### config.mk
export PLATFORM = sky130hd
export DESIGN_NAME = cb_page_header_decoder
export DESIGN_NICKNAME = d
export VERILOG_FILES = /design/src/rtl/cbphd_pkg.sv /design/src/rtl/cb_page_header_decoder.sv
export SDC_FILE = /design/constraint.sdc
export NUM_CORES = 1
export LEC_CHECK = 0
export BUFFER_PORTS_ARGS = -buffer_cell sky130_fd_sc_hd__buf_2
export CORE_MARGIN = 2
export CORE_UTILIZATION = 58
export DETAILED_ROUTE_END_ITERATION = 16
export GPL_TIMING_DRIVEN = 0
export PLACE_DENSITY = 0.87
export SYNTH_ARGS = -nofsm -noshare
export SYNTH_HDL_FRONTEND = slang
export SYNTH_SLANG_ARGS = --single-unit
### constraint.sdc
create_clock -name clk_i -period 12.3 [get_ports clk_i]
set_input_delay 1.845 -clock clk_i [delete_from_list [all_inputs] [get_ports clk_i]]
set_output_delay 1.845 -clock clk_i [all_outputs]
set_load 0.005 [all_outputs]
### src/rtl/cbphd_pkg.sv
// Types, codes and lookup tables shared by the cell broadcast page header decoder.
`timescale 1ns / 1ps

package cbphd_pkg;

  // One raw page header word as it arrives from the receiver front end.
  typedef struct packed {
    logic [6:0] page_length;
    logic [7:0] serial_high;
    logic [7:0] serial_low;
    logic [7:0] id_high;
    logic [7:0] id_low;
    logic [7:0] coding_scheme;
    logic [7:0] page_byte;
    logic [7:0] text_byte0;
    logic [7:0] text_byte1;
  } item_t;

  // One decoded header word.
  typedef struct packed {
    logic [1:0] geo_scope;
    logic [9:0] message_code;
    logic [3:0] update_number;
    logic [15:0] message_id;
    logic [3:0] page_index;
    logic [3:0] page_count;
    logic [1:0] coding;
    logic       compressed;
    logic [2:0] msg_class;
    logic [5:0] language;
    logic [1:0] dcs_status;
    logic [6:0] content_length;
  } result_t;

  // Character coding codes.
  localparam logic [1:0] CodingGsm7 = 2'd0;
  localparam logic [1:0] CodingData8 = 2'd1;
  localparam logic [1:0] CodingUcs2 = 2'd2;
  localparam logic [1:0] CodingReserved = 2'd3;

  // Decode status codes.
  localparam logic [1:0] StatusOk = 2'd0;
  localparam logic [1:0] StatusBadCoding = 2'd1;
  localparam logic [1:0] StatusBadGroup = 2'd2;

  // Message class codes beyond the four real classes.
  localparam logic [2:0] ClassNone = 3'd4;
  localparam logic [2:0] ClassNotGiven = 3'd5;

  // Language code used when nothing else applies.
  localparam logic [5:0] LangEnglish = 6'd1;

  // Coding group codes (DCS bits 7-4) with special handling.
  localparam logic [3:0] GroupLangGerman = 4'h0;
  localparam logic [3:0] GroupLangIso = 4'h1;
  localparam logic [3:0] GroupLangMore = 4'h2;
  localparam logic [3:0] GroupLangMisc = 4'h3;
  localparam logic [3:0] GroupGeneralLo = 4'h4;
  localparam logic [3:0] GroupGeneralHi = 4'h7;
  localparam logic [3:0] GroupMessage = 4'h9;
  localparam logic [3:0] GroupDataClass = 4'hf;

  // Page geometry and content length limits.
  localparam logic [6:0] HeaderBytes = 7'd6;
  localparam logic [6:0] MaxPageData = 7'd82;
  localparam logic [7:0] MaxRawChars = 8'd93;

  // floor(d / 7) for d below 128 equals (d * 147) >> 10.
  localparam logic [14:0] DivSevenMul = 15'd147;

  // ISO 639 language table: two 7-bit characters and the language code.
  localparam int LangEntries = 20;
  localparam logic [6:0] LangFirst [LangEntries] = '{
    7'h64, 7'h65, 7'h69, 7'h66, 7'h65, 7'h6e, 7'h73, 7'h64, 7'h70, 7'h66,
    7'h6e, 7'h65, 7'h74, 7'h68, 7'h70, 7'h63, 7'h68, 7'h61, 7'h72, 7'h69
  };
  localparam logic [6:0] LangSecond [LangEntries] = '{
    7'h65, 7'h6e, 7'h74, 7'h72, 7'h73, 7'h6c, 7'h76, 7'h61, 7'h74, 7'h69,
    7'h6f, 7'h6c, 7'h72, 7'h75, 7'h6c, 7'h73, 7'h65, 7'h72, 7'h75, 7'h73
  };
  localparam logic [5:0] LangCode [LangEntries] = '{
    6'h00, 6'h01, 6'h02, 6'h03, 6'h04, 6'h05, 6'h06, 6'h07, 6'h08, 6'h09,
    6'h0a, 6'h0b, 6'h0c, 6'h0d, 6'h0e, 6'h20, 6'h21, 6'h22, 6'h23, 6'h24
  };

  // Match two characters against the table; the lowest matching entry wins.
  function automatic logic [5:0] lang_lookup(logic [6:0] c0, logic [6:0] c1);
    logic [5:0] code;
    code = LangEnglish;
    for (int i = LangEntries - 1; i >= 0; i--) begin
      if (LangFirst[i] == c0 && LangSecond[i] == c1) begin
        code = LangCode[i];
      end
    end
    return code;
  endfunction

endpackage

### src/rtl/cb_page_header_decoder.sv
// Top level of the cell broadcast page header decoder.
`timescale 1ns / 1ps

// Channel   Handshake              Word
// input     start / busy           item_i   (cbphd_pkg::item_t)
// result    done_o strobe          result_o (cbphd_pkg::result_t)
//
// Each word is registered on entry, decoded in combinational logic and
// registered again, and its result shows from that second register.
// A new word can be taken in every cycle; busy stays low.
// Reset clears the valid flags of both registers, so a word in flight is dropped.
// The receiver cannot stall: each result is shown for exactly one cycle.

module cb_page_header_decoder (
  input  logic                clk_i,
  input  logic                rst_ni,
  input  logic                start,
  output logic                busy,
  input  cbphd_pkg::item_t    item_i,
  output logic                done_o,
  output cbphd_pkg::result_t  result_o
);

  logic               in_vld_q;
  cbphd_pkg::item_t   item_q;
  logic               done_q;
  cbphd_pkg::result_t res_q;
  cbphd_pkg::result_t res_d;

  logic [3:0]  group;
  logic [7:0]  dcs;
  logic [1:0]  sel;
  logic [6:0]  char0;
  logic [6:0]  char1;
  logic [3:0]  pidx;
  logic [3:0]  pcnt;
  logic [6:0]  dlen;
  logic [14:0] prod;
  logic [7:0]  raw_chars;

  // The decoder never holds off a new word.
  assign busy = 1'b0;

  // Input register.
  always_ff @(posedge clk_i or negedge rst_ni) begin
    if (!rst_ni) begin
      in_vld_q <= 1'b0;
    end else begin
      in_vld_q <= start & ~busy;
    end
  end

  always_ff @(posedge clk_i) begin
    if (start && !busy) begin
      item_q <= item_i;
    end
  end

  assign dcs   = item_q.coding_scheme;
  assign group = dcs[7:4];
  assign sel   = dcs[3:2];
  assign char0 = item_q.text_byte0[6:0];
  assign char1 = {item_q.text_byte1[5:0], item_q.text_byte0[7]};

  // Page parameter: a zero in either nibble makes the page 1 of 1.
  always_comb begin
    pidx = item_q.page_byte[7:4];
    pcnt = item_q.page_byte[3:0];
    if (pidx == 4'd0 || pcnt == 4'd0) begin
      pidx = 4'd1;
      pcnt = 4'd1;
    end
  end

  // Data bytes after the header, and 8/7 of it as d + floor(d / 7).
  assign dlen = (item_q.page_length >= cbphd_pkg::HeaderBytes) ?
                (item_q.page_length - cbphd_pkg::HeaderBytes) : 7'd0;
  assign prod = {8'd0, dlen} * cbphd_pkg::DivSevenMul;
  assign raw_chars = {1'b0, dlen} + {3'd0, prod[14:10]};

  // Data coding scheme decode and result assembly.
  always_comb begin
    res_d = '0;
    res_d.geo_scope     = item_q.serial_high[7:6];
    res_d.message_code  = {item_q.serial_high[5:0], item_q.serial_low[7:4]};
    res_d.update_number = item_q.serial_low[3:0];
    res_d.message_id    = {item_q.id_high, item_q.id_low};
    res_d.page_index    = pidx;
    res_d.page_count    = pcnt;
    res_d.coding        = cbphd_pkg::CodingGsm7;
    res_d.compressed    = 1'b0;
    res_d.msg_class     = cbphd_pkg::ClassNotGiven;
    res_d.language      = cbphd_pkg::LangEnglish;
    res_d.dcs_status    = cbphd_pkg::StatusOk;

    case (group) inside
      cbphd_pkg::GroupLangGerman, cbphd_pkg::GroupLangMore,
      cbphd_pkg::GroupLangMisc: begin
        res_d.language = {2'b00, dcs[3:0]};
      end
      cbphd_pkg::GroupLangIso: begin
        // Reserved codings keep the defaults and read no characters.
        if (dcs[3:0] == 4'd0) begin
          res_d.language = cbphd_pkg::lang_lookup(char0, char1);
        end else if (dcs[3:0] == 4'd1) begin
          res_d.coding   = cbphd_pkg::CodingUcs2;
          res_d.language = cbphd_pkg::lang_lookup(char0, char1);
        end
      end
      [cbphd_pkg::GroupGeneralLo:cbphd_pkg::GroupGeneralHi]: begin
        if (sel == cbphd_pkg::CodingReserved) begin
          res_d.dcs_status = cbphd_pkg::StatusBadCoding;
        end else begin
          res_d.coding = sel;
        end
        res_d.compressed = dcs[5];
        res_d.msg_class  = dcs[4] ? {1'b0, dcs[1:0]} : cbphd_pkg::ClassNone;
      end
      cbphd_pkg::GroupMessage: begin
        if (sel == cbphd_pkg::CodingReserved) begin
          res_d.dcs_status = cbphd_pkg::StatusBadCoding;
        end else begin
          res_d.coding = sel;
        end
        res_d.msg_class = {1'b0, dcs[1:0]};
      end
      cbphd_pkg::GroupDataClass: begin
        res_d.coding    = dcs[2] ? cbphd_pkg::CodingData8 : cbphd_pkg::CodingGsm7;
        res_d.msg_class = (dcs[1:0] == 2'd0) ? cbphd_pkg::ClassNone : {1'b0, dcs[1:0]};
      end
      default: begin
        res_d.dcs_status = cbphd_pkg::StatusBadGroup;
      end
    endcase

    // Content length, saturated at the limit for the chosen coding.
    if (res_d.coding == cbphd_pkg::CodingGsm7) begin
      res_d.content_length = (raw_chars > cbphd_pkg::MaxRawChars) ?
                             cbphd_pkg::MaxRawChars[6:0] : raw_chars[6:0];
    end else begin
      res_d.content_length = (dlen > cbphd_pkg::MaxPageData) ?
                             cbphd_pkg::MaxPageData : dlen;
    end
  end

  // Result register.
  always_ff @(posedge clk_i or negedge rst_ni) begin
    if (!rst_ni) begin
      done_q <= 1'b0;
    end else begin
      done_q <= in_vld_q;
    end
  end

  always_ff @(posedge clk_i) begin
    if (in_vld_q) begin
      res_q <= res_d;
    end
  end

  assign done_o   = done_q;
  assign result_o = res_q;

endmodule

==> impl_results.md, run 1 <==
* Status: finished clean
* Min Tclk post-route at 6.76 ns
* DR WL/cell at 17.5 um
* Crit path top cell by count: ha_1
* Yosys Warn Count at 0
* Peak Freq at 148 MHz
* Layout cells sized above 1 at 0.306
* Final core utilization at 0.738
* # port buffers at 132
* Endpoint class of the critical path: flip-flop
* WS Path Type: reg -> reg
* Critical path required time at 12.55 ns
* Primary FF master, synth: edfxtp_1
* Pleak at 3.16 nW
* Num CTS Buffers at 17
* GPL Wtd Cong at 0.943
* DRT iter0 DRCs at 305
* Distinct cells, synth at 65
* Startpoint Class: flip-flop
* Cell Rows at 37
* Largest net degree at the start of global routing at 71
* Mapped Avg Cell Area at 14.4 um^2
* Die height at 107 um
* Post-CTS setup buffers at 0
* Die Area at 11,400 um^2
* Fin crit share at 0.549
* Total power after layout at 1.37 mW
* Crit path largest cell delay at 0.52 ns
* Seq cells post-synth at 131
* Top Family by Delay on Critical Path: adder cells
* Max Slew Vio Count at 0
* Chip width at 107 um
* Global-route wire length before repair at 20,300 um
* Pre-CTS setup slack at 5.64 ns
* Vias in the first global route at 4,215
* Top-area cell type share of the netlist area at 0.633
* Sink Count at 131
* Placed cell count at 696
* Placed inst area at 6980 um^2
* PD cells at 180 nW/um^2
* Fin Hold WS at 0.417 ns
* Max-Cap Viols at 0
* Worst skew pair latency at 0.51 ns
* NumNets Final at 705
* ANT nets after route at 0
* Final non-filler cell area at 7590 um^2
* Slew @ Worst Pin at 1.17 ns
* Final hold viol count at 0
* Antenna diodes at 0
* Router iterations before antenna repair at 6
* Async SR Flop Fraction at 0.0153
* Post-synth top area cell: edfxtp_1
* Reg clk slew, reported paths at 0.06 ns
* Arrival @ worst endpoint at 7.01 ns
* CTS H-tree lvls at 4
* Buffers & Inverters on Critical Path at 1
* Number of flops mapped to enable cells by yosys at 129
* Final setup viols at 0
* Register area share after synthesis at 0.641
* Synth Cell Area at 6120 um^2
* Sum Neg Setup Slack at 0 ns
* DRC at 0
* Finished Layout Cells at 728
* Initial antenna violation count at 0
* Post-Syn Instances at 426
* # resized after CTS at 0
* Min-Delay Path Class: reg -> reg
* RSZ-0062 raised after global routing: false
* Peak VDD IR at 121 uV
* Initial core utilization at 0.596
* Slowest-stage cell, CP: o21ai_0
* Final wirelength at 12,800 um
* Hold buffers post-CTS at 0
* HPWL Detailed at 8880 um
* Clk root buf: clkbuf_8
* Post-route setup slack at 5.54 ns
* TritonCTS clock tree: built
* Max Root-Sink Buffers at 2
* Final global-route overflow total at 0
* Via density at 5.67
* Largest cells by area after synthesis: edfxtp_1 (63%), ha_1 (9.8%), nand2_1 (1.7%)
* Core area at 10,300 um^2
* P&R area growth vs syn at 24.0%
* Vias at 4,125
* GRT Total Usage at 0.233
* Slew HR at 0.210
* Clock Skews at 0.0138 ns
* CP Cell Sequence: ha_1, or3_1, nor3_1, o21ai_0, ha_1, fa_1, ha_1, fa_1, ha_1, nor2_1, nand2_1, a211oi_2, inv_1, a21oi_1, xnor2_1, ha_1, fa_1, nand3_1, a21oi_1, o2bb2a_1, xnor2_1, o21bai_4, o21a_1
* Top-Level Pins at 137
* CP Max Fanout at 8
synthesized netlist by cell type, types with 4 or more instances:
library cell    n
and3_1          4
and3b_1         5
a31oi_1         6
fa_1            4
xnor2_1         9
o21ai_0        16
a21oi_1        10
nand4_1         4
nor3_1          7
nand3_1         9
edfxtp_1      129
nor2_1         18
clkbuf_1        4
nor2b_1        13
nor3b_1         4
buf_6           4
or2_2           4
nand2_1        27
nor4_1          6
or3_1           5
and2_1          4
inv_1          18
ha_1           48
sequential cells by signal, indices dropped and copies added (netlist names):
register,count
char0,7
char1,7
item_q,47
in_vld_q,1
dcs,8
result_o,60
done_o,1
logic make-up (layout without fill, tap and decap cells):
group | count (synthesis) | in the layout | synth area share
xor+xnor | 12 | 12 | 0.0172
fa+ha+maj | 52 | 52 | 0.111
compound gates | 70 | 70 | 0.0816
simple gates | 131 | 131 | 0.123
mux | 1 | 1 | 0.00164
buf+inv | 28 | 193 | 0.0233
other cells | 1 | 2 | 0.000613
flops | 131 | 131 | 0.641
layout by cell type, fill, tap and decap left out, drive strengths merged, types with 4 or more instances in the layout:
master  count
a21oi      11
a31oi       6
and2        4
and3        4
and3b       5
buf       139
clkbuf     21
edfxtp    129
fa          4
ha         48
inv        26
nand2      27
nand3       9
nand4       4
nor2       18
nor2b      13
nor3        8
nor3b       4
nor4        6
o21ai      18
or2         4
or3         5
xnor2       9
path summary, 6_finish.rpt:
| path | endpoint | cells past startpoint | slack (ns) | startpoint |
|---|---|---|---|---|
| worst max-delay path | result_o[3] | 23 | 5.54 | item_q[65] |
| worst min-delay path | result_o[36] | 0 | 0.42 | item_q[39] |
| worst max register to register | result_o[3] | 23 | 5.54 | item_q[65] |
| worst min register to register | result_o[36] | 0 | 0.42 | item_q[39] |
| max in group asynchronous | in_vld_q | 1 | 11.05 | rst_ni |
| min in group asynchronous | in_vld_q | 1 | 1.13 | rst_ni |
final cells by class:
| cell class | instances | area (um^2) |
|---|---|---|
| Timing Repair Buffer | 133 | 683 |
| Sequential cell | 131 | 3930 |
| Clock buffer | 17 | 414 |
| Tap cell | 136 | 170 |
| Clock inverter | 15 | 195 |
| Fill cell | 676 | 2690 |
| Inverter | 18 | 67.6 |
| Buffer | 10 | 75.1 |
| Multi-Input combinational cell | 268 | 2060 |
power breakdown:
group          internal [mW]  switching, mW
Combinational          0.130          0.155
Sequential             0.548         0.0198
Clock                  0.316          0.199
Total                  0.993          0.374
worst reg2reg max path, stage by stage, from the launching register on:
cell and delay [ns]:
edfxtp_1 0.50, ha_1 0.30, or3_1 0.36, nor3_1 0.32, o21ai_0 0.52, ha_1 0.40, fa_1 0.37, ha_1 0.32
fa_1 0.49, ha_1 0.22, nor2_1 0.14, nand2_1 0.09, a211oi_2 0.32, inv_1 0.09, a21oi_1 0.18, xnor2_1 0.12
ha_1 0.22, fa_1 0.42, nand3_1 0.14, a21oi_1 0.11, o2bb2a_1 0.33, xnor2_1 0.25, o21bai_4 0.10, o21a_1 0.18
metal layers:
metal	vias to the layer above	GRT usage	part of all wire
li1	1939	-	-
met5	-	0	0
met1	1976	0.276	0.38
met2	185	0.416	0.54
met3	25	0.0511	0.062
met4	0	0.0872	0.023
No activity file was read; power rests on OpenSTA's default activity.
==> run 2: changes to the inputs <==
Settings changed: ABC_AREA from default to 1, CORE_UTILIZATION 58 to 54, PLACE_DENSITY 0.87 to 0.82.
Clock period 12.3 ns to 6.6 ns, I/O delays scaled along.
==> run 2 against run 1 <==
Fmax up 14%; first-iteration DRC count down 19%; clock skew down 0.0043 ns; final cell count up 13%; wire length down 0.77%; area after synthesis up 1.2%; register-to-register slack worse by 4.9 ns; sequential share of layout area down 0.22 points; via count up 6.3%.
==> impl_results.md, run 2 <==
* Layout cells sized above 1 at 0.274 (-0.0322)
* Slew HR at 0.421 (+0.212)
* Mapped Avg Cell Area at 12.1 um^2 (-16%)
* Sink Count at 131 (unchanged)
* RR Startpoint: item_q[65]
* Top layer reached by signal wires: met4
* RSZ-0062 raised after global routing: false
* Post-synth top area cell: edfxtp_1
* Die Area at 12,300 um^2 (+8.4%)
* NumNets Final at 793 (+12%)
* Buffers & Inverters on Critical Path at 2 (+1)
* DRC at 0 (unchanged)
* Clk root buf: clkbuf_16
* # port buffers at 132 (unchanged)
* Leading cell type in the layout, fill and taps excluded: buf_2
* Worst setup endpoint: result_o[2]
* Metal-1 WL at 4560 um (-5.9%)
* Arrival @ worst endpoint at 6.10 ns (-0.91 ns)
* Min-Delay Path Class: in -> async
* Cell with the most instances after synthesis: edfxtp_1
* Peak Freq at 169 MHz (+14%)
* Vias at 4,385 (+6.3%)
* Fin crit share at 0.898 (+0.349)
* Top-area cell type share of the netlist area at 0.625 (-0.00754)
* Number of flops mapped to enable cells by yosys at 129 (unchanged)
* Top Family by Delay on Critical Path: adder cells
* Post-CTS setup buffers at 0 (unchanged)
* WS Path Type: reg -> reg
* DRT iter0 DRCs at 248 (-19%)
* Endpoint class of the critical path: flip-flop
* Routed length on met2 at 6850 um (+0.26%)
* R2R depth at 29 (+26%)
* Antenna diodes at 0 (unchanged)
* DR WL/cell at 15.4 um (-12%)
* Crit path top cell by count: nand2_1
* Crit path largest cell delay at 0.50 ns (-0.02 ns)
* PD cells at 343 nW/um^2 (+91%)
* Pleak at 3.46 nW (+9.6%)
* Critical Path Source: item_q[65]
* Global-route wire length before repair at 20,700 um (+1.9%)
* Reg2Reg Setup Slack at 0.67 ns (-4.87 ns)
* Sum Neg Setup Slack at 0 ns (unchanged)
* Vias in the first global route at 4,431 (+5.1%)
* Slowest-stage cell, CP: fa_1
* Num CTS Buffers at 17 (unchanged)
* Cell Rows at 39 (+5.4%)
* Reg clk slew, reported paths at 0.06 ns (about the same)
* Hold buffers post-CTS at 0 (unchanged)
* Clock Skews at 0.00956 ns (-0.00426 ns)
* Peak VDD IR at 291 uV (+140%)
* Top-Level Pins at 137 (unchanged)
* Core area at 11,300 um^2 (+10%)
* Max Root-Sink Buffers at 2 (unchanged)
* Final hold viol count at 0 (unchanged)
* Final wirelength at 12,700 um (-0.77%)
* Via density at 5.33 (-6.0%)
* Async SR Flop Fraction at 0.0153 (unchanged)
* Largest net degree at the start of global routing at 71 (unchanged)
* Max-Cap Viols at 0 (unchanged)
* Synth Cell Area at 6190 um^2 (+1.2%)
* CTS H-tree lvls at 4 (unchanged)
* Initial core utilization at 0.547 (-0.0484)
* Critical path required time at 6.77 ns (-5.78 ns)
* Commonest non-fill, non-tap cells in the layout: buf_2 (131), edfxtp_1 (129), nand2_1 (90)
* Final global-route overflow total at 0 (unchanged)
* ANT nets after route at 0 (unchanged)
* Startpoint Class: flip-flop
* Worst skew pair latency at 0.41 ns (-0.10 ns)
* Post-Syn Instances at 514 (+21%)
* GRT Total Usage at 0.215 (-0.0179)
* Seq cells post-synth at 131 (unchanged)
* Number of flip-flops in the largest register at 60 (unchanged)
* Final setup viols at 0 (unchanged)
* Initial antenna violation count at 0 (unchanged)
* Placed inst area at 7060 um^2 (+1.2%)
* TritonCTS clock tree: built
* Largest cells by area after synthesis: edfxtp_1 (63%), ha_1 (9.7%), nand2_1 (5.5%)
* Router iterations before antenna repair at 5 (-1)
* Min Tclk post-route at 5.93 ns (-0.830 ns)
* Status: finished clean
* Final non-filler cell area at 7620 um^2 (+0.43%)
* Metal3 WL at 837 um (+5.4%)
* Placed cell count at 791 (+14%)
* HPWL Detailed at 9470 um (+6.6%)
* Primary FF master, synth: edfxtp_1
* Die height at 111 um (+4.1%)
* Commonest cells in the netlist: edfxtp_1 (129), nand2_1 (90), inv_1 (73), nor2_1 (53), ha_1 (48)
* GPL Wtd Cong at 1.00 (+6.1%)
* CP Depth at 29 (+26%)
* Distinct cells, synth at 39 (-40%)
* Finished Layout Cells at 823 (+13%)
* P&R area growth vs syn at 23.0%
* # resized after CTS at 0 (unchanged)
* Register area share after synthesis at 0.633 (-0.00764)
* Yosys Warn Count at 0 (unchanged)
* Chip width at 111 um (+4.1%)
* Max Slew Vio Count at 0 (unchanged)
* CP Max Fanout at 6 (-2)
* Reg2reg end: result_o[2]
* Slew @ Worst Pin at 0.868 ns (-0.305 ns)
run 2: how the worst min path moves through the flow:
| stage | start | to | slack (ns) | cells after the start |
|---|---|---|---|---|
| 6_report | rst_ni | done_o | 0.35 | 1 |
| 5_1_grt | rst_ni | done_o | 0.34 | 1 |
| 4_1_cts | rst_ni | done_o | 0.34 | 1 |
| 3_5_place_dp | item_q[34] | result_o[31] | 0.40 | 0 |
| 3_3_place_gp | item_q[47] | result_o[44] | 0.40 | 0 |
| 2_1_floorplan | item_q[32] | result_o[29] | 0.40 | 0 |
run 2: logic make-up (layout without fill, tap and decap cells):
logic type | count (synthesis) | in the layout | synth area share
AOI/OAI and AO/OA | 34 | 34 | 0.0394
adders and majority gates | 52 | 52 | 0.110
xor gates and xnor gates | 10 | 10 | 0.0154
other | 1 | 2 | 0.000605
DFF | 131 | 131 | 0.633
and+or+nand+nor | 211 | 211 | 0.155
buffers and inverters | 75 | 240 | 0.0467
run 2: area by class of cell:
| cell class | instances | area, um^2 |
|---|---|---|
| Sequential cell | 131 | 3930 |
| Fill cell | 791 | 3700 |
| Multi-Input combinational cell | 309 | 1990 |
| Timing Repair Buffer | 133 | 683 |
| Clock buffer | 18 | 429 |
| Inverter | 73 | 274 |
| Tap cell | 143 | 179 |
| Clock inverter | 14 | 130 |
| Buffer | 2 | 15.0 |
run 2: layer usage:
metal | vias to the layer above | global-route usage
met5 | - | 0
met2 | 204 | 0.384
met3 | 46 | 0.0601
met1 | 2049 | 0.238
met4 | 0 | 0.0988
li1 | 2086 | -
run 2: report_power, final:
part | internal [mW] | total, mW | switching, mW
clock network | 0.520 | 0.865 | 0.345
registers | 1.03 | 1.06 | 0.0342
logic | 0.278 | 0.690 | 0.412
run 2: worst reg2reg max path: cells and delay by family (launching register included):
kind | cells | cell delay, ns
buffers and inverters | 2 | 0.23
flip-flops | 1 | 0.42
AND/OR/NAND/NOR | 15 | 1.51
AO/OA/AOI/OAI | 3 | 0.48
adder cells (fa/ha/maj) | 8 | 2.79
XOR/XNOR | 1 | 0.25
run 2: per-stage QoR:
step | hold slack, ns | setup slack (ns) | utilization | total power, mW
after floorplan | 0.400 | 1.27 | - | 1.55
after global routing | 0.338 | 0.302 | 0.673 | 2.76
after detailed placement | 0.405 | 0.691 | 0.624 | 1.76
after global placement | 0.400 | 0.946 | 0.622 | 1.71
after CTS | 0.340 | 0.689 | 0.673 | 2.63
final | 0.351 | 0.672 | 0.673 | 2.62
==> run 3: changes to the inputs <==
Settings changed: RECOVER_POWER from default to 25.
==> run 3 against run 2 <==
Combinational power about the same; register-to-register slack about the same; sequential power about the same; cell area about the same; largest power group unchanged; global-route usage unchanged; sequential share of layout area about the same; sequential cell count unchanged; clock power about the same; die area unchanged; largest cell class unchanged.
==> impl_results.md, run 3 (synthesis gave the netlist of run 2 again) <==
* Status: finished clean
* Cell Rows at 39 (unchanged)
* Slowest-stage cell, CP: fa_1
* Peak Freq at 169 MHz (about the same)
* Final hold viol count at 0 (unchanged)
* Fin crit share at 0.898 (about the same)
* Final global-route overflow total at 0 (unchanged)
* GPL Wtd Cong at 1.00 (unchanged)
* Arrival @ worst endpoint at 6.10 ns (about the same)
* Clk root buf: clkbuf_16
* Slew @ Worst Pin at 0.871 ns (+0.00266 ns)
* Critical path required time at 6.77 ns (about the same)
* NumNets Final at 793 (unchanged)
* Startpoint Class: flip-flop
* TritonCTS clock tree: built
* Max-Cap Viols at 0 (unchanged)
* Num CTS Buffers at 17 (unchanged)
* Clock Skews at 0.0116 ns (+0.00208 ns)
* Antenna diodes at 0 (unchanged)
* PD cells at 343 nW/um^2 (about the same)
* Chip width at 111 um (unchanged)
* Crit path top cell by count: nand2_1
* Placed inst area at 7060 um^2 (unchanged)
* Top-Level Pins at 137 (unchanged)
* RSZ-0062 raised after global routing: false
* DRT iter0 DRCs at 247 (-0.40%)
* Leading cell type in the layout, fill and taps excluded: buf_2
* Commonest non-fill, non-tap cells in the layout: buf_2 (130), edfxtp_1 (129), nand2_1 (90)
* Core area at 11,300 um^2 (unchanged)
* Crit path largest cell delay at 0.50 ns (about the same)
* # fillers at 792 (+0.13%)
* Endpoint class of the critical path: flip-flop
* Initial core utilization at 0.547 (unchanged)
* Reg2reg end: result_o[2]
* GRT Total Usage at 0.215 (unchanged)
* CP Max Fanout at 6 (unchanged)
* Sum Neg Setup Slack at 0 ns (unchanged)
* # port buffers at 132 (unchanged)
* Post-CTS setup buffers at 0 (unchanged)
* Largest net degree at the start of global routing at 71 (unchanged)
* ANT nets after route at 0 (unchanged)
* Placed cell count at 791 (unchanged)
* R2R depth at 29 (unchanged)
* Peak VDD IR at 292 uV (+0.14%)
* Die height at 111 um (unchanged)
* Final non-filler cell area at 7620 um^2 (about the same)
* Finished Layout Cells at 823 (unchanged)
* CTS H-tree lvls at 4 (unchanged)
* Final wirelength at 12,700 um (about the same)
* Worst skew pair latency at 0.41 ns (about the same)
* Slew HR at 0.420 (-0.00177)
* Reg2Reg Setup Slack at 0.67 ns (about the same)
* Min Tclk post-route at 5.93 ns (+0.000545 ns)
* # resized after CTS at 0 (unchanged)
* Final setup viols at 0 (unchanged)
* Layout cells sized above 1 at 0.272 (-0.00147)
* Initial antenna violation count at 0 (unchanged)
* Global-route wire length before repair at 20,700 um (unchanged)
* Hold buffers post-CTS at 0 (unchanged)
* DRC at 0 (unchanged)
* Min-Delay Path Class: in -> async
* Sink Count at 131 (unchanged)
* Die Area at 12,300 um^2 (unchanged)
* Router iterations before antenna repair at 5 (unchanged)
* Vias in the first global route at 4,431 (unchanged)
* Via density at 5.31 (-0.36%)
* Max Root-Sink Buffers at 2 (unchanged)
* Pleak at 3.46 nW (about the same)
* Reg clk slew, reported paths at 0.06 ns (about the same)
* DR WL/cell at 15.4 um (about the same)
* P&R area growth vs syn at 23.0% (about the same)
* Vias at 4,369 (-0.36%)
* WS Path Type: reg -> reg
* Max Slew Vio Count at 0 (unchanged)
* Number of flip-flops in the largest register at 60 (unchanged)
* HPWL Detailed at 9470 um (unchanged)
* RR Startpoint: item_q[65]
==> run 3: cell count changes in the layout (fill, tap and decap cells not counted) <==
cell,before,now
buf_2,131,130
clkbuf_1,1,2
==> run 3: metrics by stage <==
stage / power [mW] / utilization / setup slack (ns) / hold slack, ns
final: 2.62 / 0.673 / 0.672 / 0.350
after CTS: 2.63 / 0.673 / 0.689 / 0.340
after global routing: 2.76 / 0.673 / 0.302 / 0.344
after global placement: 1.71 / 0.622 / 0.946 / 0.400
after detailed placement: 1.76 / 0.624 / 0.691 / 0.405
after floorplan: 1.55 / - / 1.27 / 0.400
==> run 3: worst max-delay path by stage <==
stage | from | endpoint | slack [ns] | depth (start not counted)
floorplan | item_q[65] | result_o[3] | 1.27 | 28
global placement | item_q[65] | result_o[0] | 0.95 | 28
detailed placement | item_q[65] | result_o[2] | 0.69 | 29
CTS | item_q[65] | result_o[2] | 0.69 | 29
global route | item_q[65] | result_o[2] | 0.30 | 29
finish | item_q[65] | result_o[2] | 0.67 | 29
==> run 3: final cells by class <==
cell class,count,area (um^2),share of cell area
buffer,2,15.0,0.00197
clock buffer,18,429,0.0563
clock inverter,14,130,0.0171
inverter,73,274,0.0360
multi-input combinational,309,1990,0.261
sequential,131,3930,0.515
tap,143,179,0.0235
timing repair buffer,133,682,0.0895
==> run 3: power breakdown <==
part,internal [mW],switching [mW]
registers,1.03,0.0342
clock network,0.520,0.344
logic,0.278,0.412
==> run 3: per-layer routing <==
layer | share of wire | wire, um | global-route usage | up-vias
met5 | 0 | 0 | 0 | -
met4 | 0.030 | 376 | 0.0988 | 0
met3 | 0.065 | 825 | 0.0601 | 38
met2 | 0.54 | 6880 | 0.384 | 201
met1 | 0.36 | 4580 | 0.238 | 2044
li1 | - | - | - | 2086
==> run 3: critical path, delay by kind of cell, from the launching register on <==
kind / cells / cell delay [ns]
XOR/XNOR: 1 / 0.25
buffers and inverters: 2 / 0.23
AND/OR/NAND/NOR: 15 / 1.50
adder cells (fa/ha/maj): 8 / 2.79
flip-flops: 1 / 0.42
AO/OA/AOI/OAI: 3 / 0.48
